File: src/design/i2cm_pkg.sv
// Shared types and constants for the I2C register access master.
package i2cm_pkg;

  localparam int unsigned QUEUE_DEPTH = 2;

  localparam logic [1:0] FUNC_WR = 2'd1;
  localparam logic [1:0] FUNC_RD = 2'd2;

  localparam logic [3:0] BITS_PER_BYTE = 4'd8;

  // byte_count value that marks the address byte after a repeated start
  localparam logic [7:0] BYTE_RD_ADDR = 8'd3;

  typedef enum logic [1:0] {
    CMD_NONE = 2'd0,
    CMD_WR   = 2'd1,
    CMD_RD   = 2'd2
  } cmd_e;

  typedef enum logic [1:0] {
    STAT_OK   = 2'd0,
    STAT_BUSY = 2'd1,
    STAT_ERR  = 2'd2,
    STAT_NACK = 2'd3
  } status_e;

  typedef enum logic [23:0] {
    PH_IDLE = 24'h000001,
    PH_ST0  = 24'h000002,
    PH_ST1  = 24'h000004,
    PH_ST2  = 24'h000008,
    PH_SD0  = 24'h000010,
    PH_SD1  = 24'h000020,
    PH_SD2  = 24'h000040,
    PH_WT0  = 24'h000080,
    PH_WT1  = 24'h000100,
    PH_WT2  = 24'h000200,
    PH_WT3  = 24'h000400,
    PH_RS0  = 24'h000800,
    PH_RS1  = 24'h001000,
    PH_RS2  = 24'h002000,
    PH_RV0  = 24'h004000,
    PH_RV1  = 24'h008000,
    PH_MK0  = 24'h010000,
    PH_MK1  = 24'h020000,
    PH_MK2  = 24'h040000,
    PH_MK3  = 24'h080000,
    PH_SP0  = 24'h100000,
    PH_SP1  = 24'h200000,
    PH_SP2  = 24'h400000,
    PH_SP3  = 24'h800000
  } phase_e;

  // classified slot as it sits in the queue
  typedef struct packed {
    cmd_e       kind;
    logic [7:0] dev_addr;
    logic [7:0] reg_addr;
    logic [7:0] wr_data;
    logic [7:0] len;
    logic       sda;
  } slot_t;

  typedef struct packed {
    logic       scl_level;
    logic       sda_level;
    logic [7:0] rd_byte;
    logic       rd_valid;
    logic       rd_last;
    logic       busy_res;
    logic       done_res;
    logic [1:0] status;
  } res_t;

endpackage

File: src/design/i2cm_chan_if.sv
// Valid/ready channel interfaces for slot beats in and result beats out.
interface i2cm_in_if;
  logic       valid;
  logic       ready;
  logic [1:0] func;
  logic [7:0] dev_addr;
  logic [7:0] reg_addr;
  logic [7:0] wr_data;
  logic [7:0] read_len;
  logic       sda_in;

  modport source (output valid, func, dev_addr, reg_addr, wr_data, read_len, sda_in,
                  input ready);
  modport sink (input valid, func, dev_addr, reg_addr, wr_data, read_len, sda_in,
                output ready);
endinterface

interface i2cm_out_if;
  logic       valid;
  logic       ready;
  logic       scl_level;
  logic       sda_level;
  logic [7:0] rd_byte;
  logic       rd_valid;
  logic       rd_last;
  logic       busy_res;
  logic       done_res;
  logic [1:0] status;

  modport source (output valid, scl_level, sda_level, rd_byte, rd_valid, rd_last,
                  busy_res, done_res, status, input ready);
  modport sink (input valid, scl_level, sda_level, rd_byte, rd_valid, rd_last,
                busy_res, done_res, status, output ready);
endinterface

File: src/design/i2cm_front.sv
// Front end: takes slot beats and classifies the command they carry.
module i2cm_front (
  i2cm_in_if.sink        cmd_i,
  output logic           push_valid_o,
  output i2cm_pkg::slot_t push_slot_o,
  input  logic           push_ready_i
);
  import i2cm_pkg::*;

  cmd_e kind;

  always_comb begin
    case (cmd_i.func)
      FUNC_WR: kind = CMD_WR;
      FUNC_RD: kind = CMD_RD;
      default: kind = CMD_NONE;
    endcase
  end

  assign cmd_i.ready  = push_ready_i;
  assign push_valid_o = cmd_i.valid;

  always_comb begin
    push_slot_o.kind     = kind;
    push_slot_o.dev_addr = cmd_i.dev_addr;
    push_slot_o.reg_addr = cmd_i.reg_addr;
    push_slot_o.wr_data  = cmd_i.wr_data;
    // zero length reads one byte
    push_slot_o.len      = (cmd_i.read_len == 8'd0) ? 8'd1 : cmd_i.read_len;
    push_slot_o.sda      = cmd_i.sda_in;
  end

endmodule

File: src/design/i2cm_fifo.sv
// Short queue of classified slots between front and back end.
module i2cm_fifo #(
  parameter int unsigned Depth = i2cm_pkg::QUEUE_DEPTH
) (
  input  logic            clk_i,
  input  logic            rst_ni,
  input  logic            push_valid_i,
  input  i2cm_pkg::slot_t push_slot_i,
  output logic            push_ready_o,
  output logic            pop_valid_o,
  output i2cm_pkg::slot_t pop_slot_o,
  input  logic            pop_ready_i
);
  import i2cm_pkg::*;

  localparam int unsigned PtrW = (Depth > 1) ? $clog2(Depth) : 1;
  localparam int unsigned CntW = $clog2(Depth + 1);
  localparam logic [PtrW-1:0] LastPtr = PtrW'(Depth - 1);
  localparam logic [CntW-1:0] FullCnt = CntW'(Depth);

  slot_t           mem_q [Depth];
  logic [PtrW-1:0] wr_ptr_q, rd_ptr_q;
  logic [CntW-1:0] cnt_q;
  logic            push, pop;

  assign push_ready_o = (cnt_q != FullCnt);
  assign pop_valid_o  = (cnt_q != '0);
  assign pop_slot_o   = mem_q[rd_ptr_q];
  assign push = push_valid_i && push_ready_o;
  assign pop  = pop_valid_o && pop_ready_i;

  always_ff @(posedge clk_i or negedge rst_ni) begin
    if (!rst_ni) begin
      wr_ptr_q <= '0;
      rd_ptr_q <= '0;
      cnt_q    <= '0;
    end else begin
      if (push) begin
        wr_ptr_q <= (wr_ptr_q == LastPtr) ? '0 : wr_ptr_q + 1'b1;
      end
      if (pop) begin
        rd_ptr_q <= (rd_ptr_q == LastPtr) ? '0 : rd_ptr_q + 1'b1;
      end
      if (push && !pop) begin
        cnt_q <= cnt_q + 1'b1;
      end else if (pop && !push) begin
        cnt_q <= cnt_q - 1'b1;
      end
    end
  end

  always_ff @(posedge clk_i) begin
    if (push) begin
      mem_q[wr_ptr_q] <= push_slot_i;
    end
  end

  a_cnt_bound: assert property (@(posedge clk_i) disable iff (!rst_ni)
    cnt_q <= FullCnt) else $error("queue count overflow");
  a_ptr_gap: assert property (@(posedge clk_i) disable iff (!rst_ni)
    (cnt_q == '0) |-> (wr_ptr_q == rd_ptr_q)) else $error("empty queue pointers apart");
  a_push_full: assert property (@(posedge clk_i) disable iff (!rst_ni)
    (cnt_q == FullCnt && !pop) |=> $stable(wr_ptr_q)) else $error("write into full queue");

endmodule

File: src/design/i2cm_back.sv
// Back end: bus phase sequencer, counters, shift register and result register.
module i2cm_back (
  input  logic            clk_i,
  input  logic            rst_ni,
  input  logic            pop_valid_i,
  input  i2cm_pkg::slot_t pop_slot_i,
  output logic            pop_ready_o,
  i2cm_out_if.source      res_o
);
  import i2cm_pkg::*;

  phase_e     phase_q, phase_d, cur;
  logic [3:0] bit_q, bit_d, nbit;
  logic [7:0] byte_q, byte_d, nbyte;
  logic [7:0] shift_q, shift_d, nshift;
  logic [7:0] dev_q, dev_d, reg_q, reg_d, wdat_q, wdat_d, len_q, len_d;
  logic       op_q, op_d;
  logic       scl_q, scl_d, sda_q, sda_d;
  res_t       res_q, res_d;
  logic       res_valid_q;
  logic       step;

  assign step        = pop_valid_i && (!res_valid_q || res_o.ready);
  assign pop_ready_o = step;

  always_comb begin
    phase_d = phase_q;
    bit_d   = bit_q;
    byte_d  = byte_q;
    shift_d = shift_q;
    dev_d   = dev_q;
    reg_d   = reg_q;
    wdat_d  = wdat_q;
    len_d   = len_q;
    op_d    = op_q;
    scl_d   = scl_q;
    sda_d   = sda_q;
    res_d   = '0;
    res_d.busy_res = 1'b1;
    cur     = phase_q;
    nbit    = bit_q + 4'd1;
    nbyte   = byte_q + 8'd1;
    nshift  = {shift_q[6:0], pop_slot_i.sda};

    if (phase_q == PH_IDLE) begin
      if (pop_slot_i.kind != CMD_NONE) begin
        dev_d   = pop_slot_i.dev_addr;
        reg_d   = pop_slot_i.reg_addr;
        wdat_d  = pop_slot_i.wr_data;
        len_d   = pop_slot_i.len;
        op_d    = (pop_slot_i.kind == CMD_RD);
        byte_d  = '0;
        bit_d   = '0;
        shift_d = '0;
        cur     = PH_ST0;
      end else begin
        res_d.busy_res = 1'b0;
      end
    end

    case (cur)
      PH_ST0, PH_RS0: begin
        scl_d = 1'b1;
        sda_d = 1'b1;
        if (cur == PH_ST0 && !pop_slot_i.sda) begin
          res_d.done_res = 1'b1;
          res_d.status   = STAT_BUSY;
          phase_d        = PH_IDLE;
        end else begin
          phase_d = (cur == PH_ST0) ? PH_ST1 : PH_RS1;
        end
      end
      PH_ST1, PH_RS1: begin
        scl_d = 1'b1;
        sda_d = 1'b0;
        if (cur == PH_ST1 && pop_slot_i.sda) begin
          res_d.done_res = 1'b1;
          res_d.status   = STAT_ERR;
          phase_d        = PH_IDLE;
        end else begin
          phase_d = (cur == PH_ST1) ? PH_ST2 : PH_RS2;
        end
      end
      PH_ST2: begin
        scl_d   = 1'b1;
        sda_d   = 1'b0;
        byte_d  = '0;
        shift_d = dev_q;
        bit_d   = '0;
        phase_d = PH_SD0;
      end
      PH_RS2: begin
        scl_d   = 1'b1;
        sda_d   = 1'b0;
        byte_d  = BYTE_RD_ADDR;
        shift_d = dev_q + 8'd1;
        bit_d   = '0;
        phase_d = PH_SD0;
      end
      PH_SD0: begin
        scl_d   = 1'b0;
        phase_d = PH_SD1;
      end
      PH_SD1: begin
        scl_d   = 1'b0;
        sda_d   = shift_q[7];
        shift_d = {shift_q[6:0], 1'b0};
        phase_d = PH_SD2;
      end
      PH_SD2: begin
        scl_d = 1'b1;
        if (nbit >= BITS_PER_BYTE) begin
          bit_d   = '0;
          phase_d = PH_WT0;
        end else begin
          bit_d   = nbit;
          phase_d = PH_SD0;
        end
      end
      PH_WT0: begin
        scl_d   = 1'b0;
        phase_d = PH_WT1;
      end
      PH_WT1: begin
        scl_d   = 1'b0;
        sda_d   = 1'b1;
        phase_d = PH_WT2;
      end
      PH_WT2: begin
        scl_d = 1'b1;
        // only the device address ack counts; bit_count flags the nack
        if (byte_q == '0 && pop_slot_i.sda) begin
          bit_d = 4'd1;
        end
        phase_d = PH_WT3;
      end
      PH_WT3: begin
        scl_d = 1'b0;
        if (bit_q == 4'd1) begin
          phase_d = PH_SP0;
        end else if (byte_q == 8'd0) begin
          byte_d  = 8'd1;
          shift_d = reg_q;
          bit_d   = '0;
          phase_d = PH_SD0;
        end else if (byte_q == 8'd1) begin
          byte_d = 8'd2;
          if (op_q) begin
            phase_d = PH_RS0;
          end else begin
            shift_d = wdat_q;
            bit_d   = '0;
            phase_d = PH_SD0;
          end
        end else if (byte_q == 8'd2) begin
          bit_d   = '0;
          phase_d = PH_SP0;
        end else begin
          byte_d  = '0;
          bit_d   = '0;
          shift_d = '0;
          phase_d = PH_RV0;
        end
      end
      PH_RV0: begin
        sda_d   = 1'b1;
        scl_d   = 1'b0;
        phase_d = PH_RV1;
      end
      PH_RV1: begin
        sda_d   = 1'b1;
        scl_d   = 1'b1;
        shift_d = nshift;
        if (nbit >= BITS_PER_BYTE) begin
          bit_d          = '0;
          res_d.rd_byte  = nshift;
          res_d.rd_valid = 1'b1;
          res_d.rd_last  = ({1'b0, byte_q} + 9'd1) == {1'b0, len_q};
          phase_d        = PH_MK0;
        end else begin
          bit_d   = nbit;
          phase_d = PH_RV0;
        end
      end
      PH_MK0: begin
        scl_d   = 1'b0;
        phase_d = PH_MK1;
      end
      PH_MK1: begin
        scl_d   = 1'b0;
        // nack after the last byte
        sda_d   = ({1'b0, byte_q} + 9'd1) >= {1'b0, len_q};
        phase_d = PH_MK2;
      end
      PH_MK2: begin
        scl_d   = 1'b1;
        phase_d = PH_MK3;
      end
      PH_MK3: begin
        scl_d   = 1'b0;
        byte_d  = nbyte;
        shift_d = '0;
        if (nbyte >= len_q) begin
          bit_d   = '0;
          phase_d = PH_SP0;
        end else begin
          phase_d = PH_RV0;
        end
      end
      PH_SP0: begin
        scl_d   = 1'b0;
        phase_d = PH_SP1;
      end
      PH_SP1: begin
        scl_d   = 1'b0;
        sda_d   = 1'b0;
        phase_d = PH_SP2;
      end
      PH_SP2: begin
        scl_d   = 1'b1;
        sda_d   = 1'b0;
        phase_d = PH_SP3;
      end
      PH_SP3: begin
        scl_d          = 1'b1;
        sda_d          = 1'b1;
        res_d.done_res = 1'b1;
        res_d.status   = (bit_q == 4'd1) ? STAT_NACK : STAT_OK;
        bit_d          = '0;
        phase_d        = PH_IDLE;
      end
      default: begin
      end
    endcase

    res_d.scl_level = scl_d;
    res_d.sda_level = sda_d;
  end

  always_ff @(posedge clk_i or negedge rst_ni) begin
    if (!rst_ni) begin
      phase_q     <= PH_IDLE;
      bit_q       <= '0;
      byte_q      <= '0;
      shift_q     <= '0;
      dev_q       <= '0;
      reg_q       <= '0;
      wdat_q      <= '0;
      len_q       <= '0;
      op_q        <= 1'b0;
      scl_q       <= 1'b1;
      sda_q       <= 1'b1;
      res_valid_q <= 1'b0;
    end else begin
      if (step) begin
        phase_q <= phase_d;
        bit_q   <= bit_d;
        byte_q  <= byte_d;
        shift_q <= shift_d;
        dev_q   <= dev_d;
        reg_q   <= reg_d;
        wdat_q  <= wdat_d;
        len_q   <= len_d;
        op_q    <= op_d;
        scl_q   <= scl_d;
        sda_q   <= sda_d;
        res_valid_q <= 1'b1;
      end else if (res_o.ready) begin
        res_valid_q <= 1'b0;
      end
    end
  end

  always_ff @(posedge clk_i) begin
    if (step) begin
      res_q <= res_d;
    end
  end

  assign res_o.valid     = res_valid_q;
  assign res_o.scl_level = res_q.scl_level;
  assign res_o.sda_level = res_q.sda_level;
  assign res_o.rd_byte   = res_q.rd_byte;
  assign res_o.rd_valid  = res_q.rd_valid;
  assign res_o.rd_last   = res_q.rd_last;
  assign res_o.busy_res  = res_q.busy_res;
  assign res_o.done_res  = res_q.done_res;
  assign res_o.status    = res_q.status;

  a_phase_onehot: assert property (@(posedge clk_i) disable iff (!rst_ni)
    $onehot(phase_q)) else $error("phase not one-hot");
  a_done_idle: assert property (@(posedge clk_i) disable iff (!rst_ni)
    (step && res_d.done_res) |=> (phase_q == PH_IDLE)) else $error("done without idle");
  a_status_done: assert property (@(posedge clk_i) disable iff (!rst_ni)
    (res_valid_q && !res_q.done_res) |-> (res_q.status == STAT_OK))
    else $error("status outside done beat");
  a_rd_in_cmd: assert property (@(posedge clk_i) disable iff (!rst_ni)
    (res_valid_q && res_q.rd_valid) |-> (res_q.busy_res && op_q))
    else $error("read byte outside read command");

endmodule

File: src/design/i2c_master_register_access_unit.sv
// I2C register access master: top level joining front end, slot queue and back end.
// One slot beat in gives one result beat out, one beat per clock sustained while the
// result receiver keeps ready high. A beat lands in the slot queue at the edge it is
// taken; the back end then pops it and registers its result in the output register.
// The back-end sequencer advances one bus phase per slot; the queue lets the front
// keep taking slots while a result waits at the output.
module i2c_master_register_access_unit #(
  parameter int unsigned QueueDepth = i2cm_pkg::QUEUE_DEPTH
) (
  input  logic        clk_i,
  input  logic        rst_ni,
  i2cm_in_if.sink     cmd_i,
  i2cm_out_if.source  res_o
);
  import i2cm_pkg::*;

  logic  push_valid, push_ready, pop_valid, pop_ready;
  slot_t push_slot, pop_slot;

  i2cm_front u_front (
    .cmd_i        (cmd_i),
    .push_valid_o (push_valid),
    .push_slot_o  (push_slot),
    .push_ready_i (push_ready)
  );

  i2cm_fifo #(
    .Depth (QueueDepth)
  ) u_fifo (
    .clk_i        (clk_i),
    .rst_ni       (rst_ni),
    .push_valid_i (push_valid),
    .push_slot_i  (push_slot),
    .push_ready_o (push_ready),
    .pop_valid_o  (pop_valid),
    .pop_slot_o   (pop_slot),
    .pop_ready_i  (pop_ready)
  );

  i2cm_back u_back (
    .clk_i       (clk_i),
    .rst_ni      (rst_ni),
    .pop_valid_i (pop_valid),
    .pop_slot_i  (pop_slot),
    .pop_ready_o (pop_ready),
    .res_o       (res_o)
  );

endmodule

File: src/flat_wrapper.sv
// flat-port wrapper written by rule: the top's interface ports become plain ports
module i2c_master_register_access_unit_flat import i2cm_pkg::*;
#(
  parameter int unsigned QueueDepth = i2cm_pkg::QUEUE_DEPTH
)
  (clk_i, rst_ni, cmd_i_valid, cmd_i_func, cmd_i_dev_addr, cmd_i_reg_addr, cmd_i_wr_data, cmd_i_read_len, cmd_i_sda_in, cmd_i_ready, res_o_valid, res_o_scl_level, res_o_sda_level, res_o_rd_byte, res_o_rd_valid, res_o_rd_last, res_o_busy_res, res_o_done_res, res_o_status, res_o_ready);
  i2cm_in_if cmd_i_i ();
  i2cm_out_if res_o_i ();
  input  logic clk_i;
  input  logic rst_ni;
  input wire logic [$bits(cmd_i_i.valid)-1:0] cmd_i_valid;
  input wire logic [$bits(cmd_i_i.func)-1:0] cmd_i_func;
  input wire logic [$bits(cmd_i_i.dev_addr)-1:0] cmd_i_dev_addr;
  input wire logic [$bits(cmd_i_i.reg_addr)-1:0] cmd_i_reg_addr;
  input wire logic [$bits(cmd_i_i.wr_data)-1:0] cmd_i_wr_data;
  input wire logic [$bits(cmd_i_i.read_len)-1:0] cmd_i_read_len;
  input wire logic [$bits(cmd_i_i.sda_in)-1:0] cmd_i_sda_in;
  output wire logic [$bits(cmd_i_i.ready)-1:0] cmd_i_ready;
  output wire logic [$bits(res_o_i.valid)-1:0] res_o_valid;
  output wire logic [$bits(res_o_i.scl_level)-1:0] res_o_scl_level;
  output wire logic [$bits(res_o_i.sda_level)-1:0] res_o_sda_level;
  output wire logic [$bits(res_o_i.rd_byte)-1:0] res_o_rd_byte;
  output wire logic [$bits(res_o_i.rd_valid)-1:0] res_o_rd_valid;
  output wire logic [$bits(res_o_i.rd_last)-1:0] res_o_rd_last;
  output wire logic [$bits(res_o_i.busy_res)-1:0] res_o_busy_res;
  output wire logic [$bits(res_o_i.done_res)-1:0] res_o_done_res;
  output wire logic [$bits(res_o_i.status)-1:0] res_o_status;
  input wire logic [$bits(res_o_i.ready)-1:0] res_o_ready;
  assign cmd_i_i.valid = cmd_i_valid;
  assign cmd_i_i.func = cmd_i_func;
  assign cmd_i_i.dev_addr = cmd_i_dev_addr;
  assign cmd_i_i.reg_addr = cmd_i_reg_addr;
  assign cmd_i_i.wr_data = cmd_i_wr_data;
  assign cmd_i_i.read_len = cmd_i_read_len;
  assign cmd_i_i.sda_in = cmd_i_sda_in;
  assign cmd_i_ready = cmd_i_i.ready;
  assign res_o_valid = res_o_i.valid;
  assign res_o_scl_level = res_o_i.scl_level;
  assign res_o_sda_level = res_o_i.sda_level;
  assign res_o_rd_byte = res_o_i.rd_byte;
  assign res_o_rd_valid = res_o_i.rd_valid;
  assign res_o_rd_last = res_o_i.rd_last;
  assign res_o_busy_res = res_o_i.busy_res;
  assign res_o_done_res = res_o_i.done_res;
  assign res_o_status = res_o_i.status;
  assign res_o_i.ready = res_o_ready;
  i2c_master_register_access_unit #(.QueueDepth(QueueDepth)) u_core (.clk_i(clk_i), .rst_ni(rst_ni), .cmd_i(cmd_i_i), .res_o(res_o_i));
endmodule
File: config.mk
export PLATFORM = sky130hd
export DESIGN_NAME = i2c_master_register_access_unit_flat
export DESIGN_NICKNAME = d
export VERILOG_FILES = /design/src/design/i2cm_pkg.sv /design/src/design/i2cm_chan_if.sv /design/src/design/i2cm_front.sv /design/src/design/i2cm_fifo.sv /design/src/design/i2cm_back.sv /design/src/design/i2c_master_register_access_unit.sv /design/src/flat_wrapper.sv
export SDC_FILE = /design/constraint.sdc
export NUM_CORES = 1
export LEC_CHECK = 0
export ABC_AREA = 1
export CORE_MARGIN = 5
export CORE_UTILIZATION = 25
export DETAILED_ROUTE_END_ITERATION = 6
export DONT_BUFFER_PORTS = 1
export GPL_TIMING_DRIVEN = 0
export MAX_ROUTING_LAYER = met4
export PLACE_DENSITY_LB_ADDON = 0.12
export SYNTH_ARGS = -nofsm -noshare
export SYNTH_HDL_FRONTEND = slang
export SYNTH_SLANG_ARGS = --single-unit
File: constraint.sdc
create_clock -name clk_i -period 7.75 [get_ports clk_i]
set_input_delay 1.9375 -clock clk_i [delete_from_list [all_inputs] [get_ports clk_i]]
set_output_delay 1.9375 -clock clk_i [all_outputs]
set_load 0.01 [all_outputs]
==> results of run 1 <==
[registers in the layout (all words and copies together), names as in the netlist, 2 cells and up]
signal	cells
u_core.u_fifo.cnt_q	2
u_core.u_back.res_o.status	2
u_core.u_back.wdat_q	8
u_core.u_back.res_o.rd_byte	8
u_core.u_back.dev_q	8
u_core.u_back.byte_q	8
u_core.u_fifo.mem_q	70
u_core.u_back.reg_q	8
u_core.u_back.shift_q	8
u_core.u_back.bit_q	4
u_core.u_back.phase_q	23
u_core.u_back.len_q	8
[critical path: stages]
cell      delay [ns]
nor2_1          0.08
a21oi_1         0.10
inv_1           0.14
clkbuf_1        0.48
buf_1           0.67
ha_1            0.39
a21oi_1         0.11
o21ai_0         0.11
xor2_1          0.15
[synthesized netlist by cell type (6+ instances only)]
library cell / count / share of area [%]
clkbuf_1: 17 / 0.70
buf_1: 7 / 0.29
mux2i_1: 32 / 3.5
edfxtp_1: 86 / 28
o21ai_0: 53 / 2.9
buf_6: 6 / 0.74
nor3_1: 14 / 0.77
nand2_2: 15 / 1.0
a22oi_1: 6 / 0.49
dfrtp_1: 80 / 22
nand2_1: 292 / 12
nand3_1: 81 / 4.4
inv_1: 124 / 5.1
xor2_1: 14 / 1.3
buf_2: 6 / 0.33
nand4_1: 24 / 1.6
a21oi_1: 27 / 1.5
ha_1: 16 / 2.2
nand3b_1: 8 / 0.66
nor2_1: 133 / 5.5
[power groups by stage]
stage | Clock (mW) | Combinational [mW] | Sequential, mW
2_1_floorplan | 0 | 0.297 | 1.17
3_3_place_gp | 0 | 0.456 | 1.19
3_5_place_dp | 0 | 0.477 | 1.18
4_1_cts | 0.952 | 0.478 | 1.16
5_1_grt | 0.991 | 0.515 | 1.17
6_report | 0.923 | 0.459 | 1.16
[per-layer routing]
metal	GRT usage (%)	up-vias
li1	-	3589
met1	19.7	3277
met2	21.4	103
met3	2.45	19
met4	2.80	0
met5	-	-
[layout make-up]
class | count | area (um2) | share of cell area (%)
sequential | 169 | 4660 | 44.8
multi-input combinational | 752 | 3800 | 36.5
tap | 468 | 586 | 5.62
inverter | 131 | 497 | 4.77
clock buffer | 17 | 425 | 4.08
clock inverter | 15 | 216 | 2.08
buffer | 36 | 189 | 1.81
timing repair buffer | 2 | 40.0 | 0.384
[metrics by stage]
stage	power, mW	hold slack [ns]	util, %	instance area (um2)
2_1_floorplan	1.47	0.446	-	9130
3_3_place_gp	1.64	0.463	26.7	9720
3_5_place_dp	1.66	0.466	26.9	9770
4_1_cts	2.59	0.476	28.7	10400
5_1_grt	2.68	0.499	28.7	10400
6_report	2.54	0.478	28.7	10400
[cell families (layout without fill, tap and decap cells)]
| logic type | after synthesis | in the layout |
|---|---|---|
| flops | 169 | 169 |
| buf+inv | 167 | 201 |
| xor+xnor | 16 | 16 |
| simple gates | 592 | 592 |
| compound gates | 96 | 96 |
| mux | 32 | 32 |
| fa+ha+maj | 16 | 16 |
[how the worst max path moves through the flow]
stage                     start                    endpoint  slack (ns)
floorplan           cmd_i_valid   u_core.u_fifo.mem_q[1][0]        3.80
global placement    cmd_i_valid  u_core.u_fifo.mem_q[1][12]        2.50
detailed placement  res_o_ready      u_core.u_fifo.cnt_q[1]        3.38
CTS                 res_o_ready      u_core.u_fifo.cnt_q[1]        3.84
global route        res_o_ready      u_core.u_fifo.cnt_q[1]        3.74
finish              res_o_ready      u_core.u_fifo.cnt_q[1]        3.88
==> results.txt, run 1 <==
Setup WS pre-CTS: 3.38 ns
FP Rows: 70
Fin crit period: 3.87 ns
Mux contribution to synthesized area: 3.51%
Synth Area in Compound Gates: 5.67%
CTS Buf Count: 17
First-pass GRT wire length: 42800 um
Clock group share of total power: 36.3%
GRT Resource Usage Total: 14.0%
Leakage: 4.94 nW
CTS tree: yes
Reg-to-reg slack, setup: 4.31 ns
Crit Reg-Reg Startpoint: u_core.u_back.byte_q[0]
CTS resizes: 0
DR top layer: met4
Gpl congestion: 0.867
Global route overflow: 0
Slew @ Worst Pin: 0.900 ns
I/O Buffers: 0
Library cells used by synthesis: 41
Sink Count: 169
FFs w/ async S/R, synth: 49.1%
DRT Pass-1 Iters: 5
Max Fclk: 0.258 GHz
Met3 routed WL: 889 um
Kind of end point of the critical path: register
DRC errors left: 0
Synthesis Warnings: 0
Critical path startpoint category: primary input
Internal: 1.69 mW
Synth Instances: 1088
Number of global-route vias before repair: 7150
Setup TNS: 0 ns
Layout area overhead: 14.1%
RSZ-0062 raised after global routing: no
Max capacitance violation total: 0
Commonest non-fill, non-tap cell in the layout: nand2_1
Seq/Total Area, Yosys: 51.1%
Clk pin slew, worst setup/hold paths: 0.08 ns
Maximum vdd ir drop: 0.194 mV
Most frequently used flop master after synthesis: edfxtp_1
Crit Path Category: primary input to register
DR WL met2: 12000 um
Die area: 40500 um2
Wl on met1: 13500 um
Status: finished, final reports clean
Slew HR: 39.6%
Hold endpoint: u_core.u_back.scl_q
DR vias/cell: 4.39
Final WL: 26700 um
Highest-count cells in the layout ignoring fill and taps: nand2_1, nor2_1, inv_1, edfxtp_1, nand3_1
Final setup violation count: 0
Hpwl dp: 20200 um
Initial Util: 25.1%
Net Sw Power: 846 uW
Post-DRT Antenna Nets: 0
Syn_nets: 1143
Data required time at the worst endpoint: 8.06 ns
Ratio of cells with drive above 1 in the final layout: 8.65%
Die Height: 201 um
Largest net degree at the start of global routing: 84
Initial antenna violation count: 0
Worst R2R Path Depth: 16
Vias: 6988
Synth Area in XOR/XNOR: 1.53%
Worst-case clock buffer depth: 2
Setup ws final: 3.88 ns
CP arrival: 4.19 ns
Number of synthesized flops with an enable pin: 86
CTS Root Buffer Type: clkbuf_16
Cell area after synthesis: 9130 um2
Fillers: 3888
H-tree depth: 4
Inserted Diodes: 0
Die W: 201 um
Wirelength per Cell: 16.8 um
DRT iter0 DRCs: 483
Period utilisation layout: 50.0%
CP max FO: 10
Final Hold Violating Endpoints: 0
Placeable Area: 36300 um2
Hold-fix buffers, CTS: 0
# placed instances: 1558
Ports: 57
Sw Share: 33.3%
Hold Startpoint: u_core.u_back.scl_q
Flop pwr share: 45.6%
Adder-cell share of the synthesized area: 2.19%
Avg Cell Area, Syn: 8.39 um2
Non-filler instance count after layout: 1590
Synth Area in Simple Gates: 28.5%
RR Endpoint: u_core.u_back.bit_q[2]
HP Class: register to register
Comb pwr share: 18.1%
Nets: 1164
Clock Skew: 0.0209 ns
Worst skew pair latency: 0.45 ns
Synth Register Bits: 169
Slew Limit Fails: 0
PwrDens: 244 nW/um2
# Post-CTS Setup Buffers: 0
Combinational family with the most area after synthesis: simple AND/OR/NAND/NOR gates
Min-Delay Path Depth: 2
Note: power is estimated with default switching activity, not from simulation.
==> inputs of run 2 (changes only) <==
==> constraint.sdc (replaced) <==
create_clock -name clk_i -period 3.5 [get_ports clk_i]
set_input_delay 0.875 -clock clk_i [delete_from_list [all_inputs] [get_ports clk_i]]
set_output_delay 0.875 -clock clk_i [all_outputs]
set_load 0.01 [all_outputs]
==> results.txt, run 2 (synthesis results as in run 1) <==
Max Fclk: 0.326 GHz
CTS tree: yes
Critical path startpoint category: register
Initial Util: 25.1%
RSZ-0062 raised after global routing: no
Top cell family by delay on the critical path: simple AND/OR/NAND/NOR gates
Final Core Density: 28.7%
Placeable Area: 36300 um2
Hpwl dp: 20200 um
Max FFs per register: 70
Worst skew pair latency: 0.45 ns
CP bufs+invs: 2
CP cell instances: inv_1 -> nor3_2 -> nand3_1 -> nor3_2 -> xor2_1 -> inv_1 -> ha_1 -> nand4_1 -> nor3_4 -> nor2_1 -> nand3_1 -> o21ai_0 -> nor2_1 -> nand3_1 -> nand3_1 -> nand2_1
Inserted Diodes: 0
CP max FO: 6
Post-DRT Antenna Nets: 0
Crit Reg-Reg Startpoint: u_core.u_back.byte_q[0]
Max capacitance violation total: 0
Maximum vdd ir drop: 0.430 mV
Ports: 57
Global route overflow: 0
Die Height: 201 um
Clk pin slew, worst setup/hold paths: 0.09 ns
GRT Resource Usage Total: 14.0%
Crit Path Category: register to register
Initial antenna violation count: 0
Number of global-route vias before repair: 7150
CP arrival: 3.39 ns
Leakage: 4.96 nW
Ratio of cells with drive above 1 in the final layout: 9.00%
Kind of end point of the critical path: register
Clock Skew: 0.0204 ns
Die W: 201 um
I/O Buffers: 0
H-tree depth: 4
Gpl congestion: 0.867
FP Rows: 70
CTS Root Buffer Type: clkbuf_16
GR Layer Usage met1: 19.7%
Worst-case clock buffer depth: 2
Fin crit period: 3.07 ns
Slew @ Worst Pin: 0.900 ns
Die area: 40500 um2
Commonest non-fill, non-tap cell in the layout: nand2_1
CTS Buf Count: 17
Met3 Track Usage GR: 2.45%
RR Endpoint: u_core.u_back.bit_q[2]
Final WL: 26700 um
Highest-count cells in the layout ignoring fill and taps: nand2_1, nor2_1, inv_1, edfxtp_1, nand3_1
Final Hold Violating Endpoints: 0
Gr busiest metal: met2
Slew HR: 39.6%
Largest Register: u_core.u_fifo.mem_q
Biggest regs: u_core.u_fifo.mem_q (70), u_core.u_back.phase_q (23)
Layout area overhead: 14.3%
Data required time at the worst endpoint: 3.83 ns
Sink Count: 169
Wirelength per Cell: 16.8 um
DRT iter0 DRCs: 491
Slew Limit Fails: 0
DRC errors left: 0
Nets: 1164
CP max-delay cell: dfrtp_2
Hold WS: 0.110 ns
Status: finished, final reports clean
Final setup violation count: 0
Reg-to-reg slack, setup: 0.43 ns
PwrDens: 538 nW/um2
HP Class: primary input to asynchronous set/reset pin
DR vias/cell: 4.39
Worst R2R Path Depth: 16
Total power: 5.62 mW
DRT Pass-1 Iters: 5
Worst path max stage delay: 0.44 ns
First-pass GRT wire length: 42800 um
Global Route met2 Usage: 21.4%
Period utilisation layout: 87.6%
Vias: 6988
Critical path's most frequent cell: nand3_1
Largest net degree at the start of global routing: 84
run 2: cell counts in the layout (fill, tap and decap cells not counted):
No cell type changed its count.
run 2: how the worst max path moves through the flow:
stage	from	end	slack (ns)	depth (start not counted)
6_report	u_core.u_back.byte_q[0]	u_core.u_back.bit_q[2]	0.43	16
5_1_grt	u_core.u_back.byte_q[0]	u_core.u_back.bit_q[2]	0.04	16
4_1_cts	u_core.u_back.byte_q[0]	u_core.u_back.bit_q[2]	0.05	16
2_1_floorplan	cmd_i_valid	u_core.u_fifo.mem_q[1][0]	0.61	2
3_3_place_gp	cmd_i_valid	u_core.u_fifo.mem_q[1][12]	-0.69	2
3_5_place_dp	u_core.u_back.byte_q[0]	u_core.u_back.bit_q[2]	0.1	16
run 2: worst register-to-register path, stage by stage (launching register included):
cell and delay, ns:
dfrtp_2 0.44, inv_1 0.12, nor3_2 0.24, nand3_1 0.17, nor3_2 0.16, xor2_1 0.16
inv_1 0.09, ha_1 0.31, nand4_1 0.18, nor3_4 0.20, nor2_1 0.12, nand3_1 0.20
o21ai_0 0.12, nor2_1 0.17, nand3_1 0.12, nand3_1 0.10, nand2_1 0.06
run 2: timing repair:
action / CTS / global route
setup buffers: 0 / 0
hold buffers: 0 / 0
resized for setup: 0 / 5
setup endpoints to repair: 0 / 8
run 2: per-layer routing:
layer | part of all wire (%) | vias up | wire (um)
met5 | 0 | - | 0
met4 | 1.1 | 0 | 285
met3 | 3.1 | 19 | 833
met2 | 45 | 98 | 12100
met1 | 51 | 3284 | 13500
li1 | - | 3587 | -
run 2: layout make-up:
cell class	instances	area (um2)
plain buffers	36	189
clock buffers	17	425
clock inverters	15	216
fillers	3886	25900
inverters	131	497
multi-input cells	752	3820
flip-flops and latches	169	4660
well taps	468	586
repair buffers	2	40.0
run 2: stage by stage:
stage / cell area [um2] / setup TNS [ns] / worst slack, ns / instances
after floorplan: 9130 / 0 / 0.608 / 1088
after global placement: 9720 / -47.48 / -0.689 / 1556
after detailed placement: 9770 / 0 / 0.0978 / 1558
after CTS: 10400 / 0 / 0.0503 / 1590
after global routing: 10400 / 0 / 0.0378 / 1590
final: 10400 / 0 / 0.435 / 1590
run 2: power breakdown:
part / leakage, nW / internal [mW] / switching [mW]
logic: 2.78 / 0.301 / 0.715
registers: 1.87 / 2.44 / 0.121
clock network: 0.307 / 1.01 / 1.03
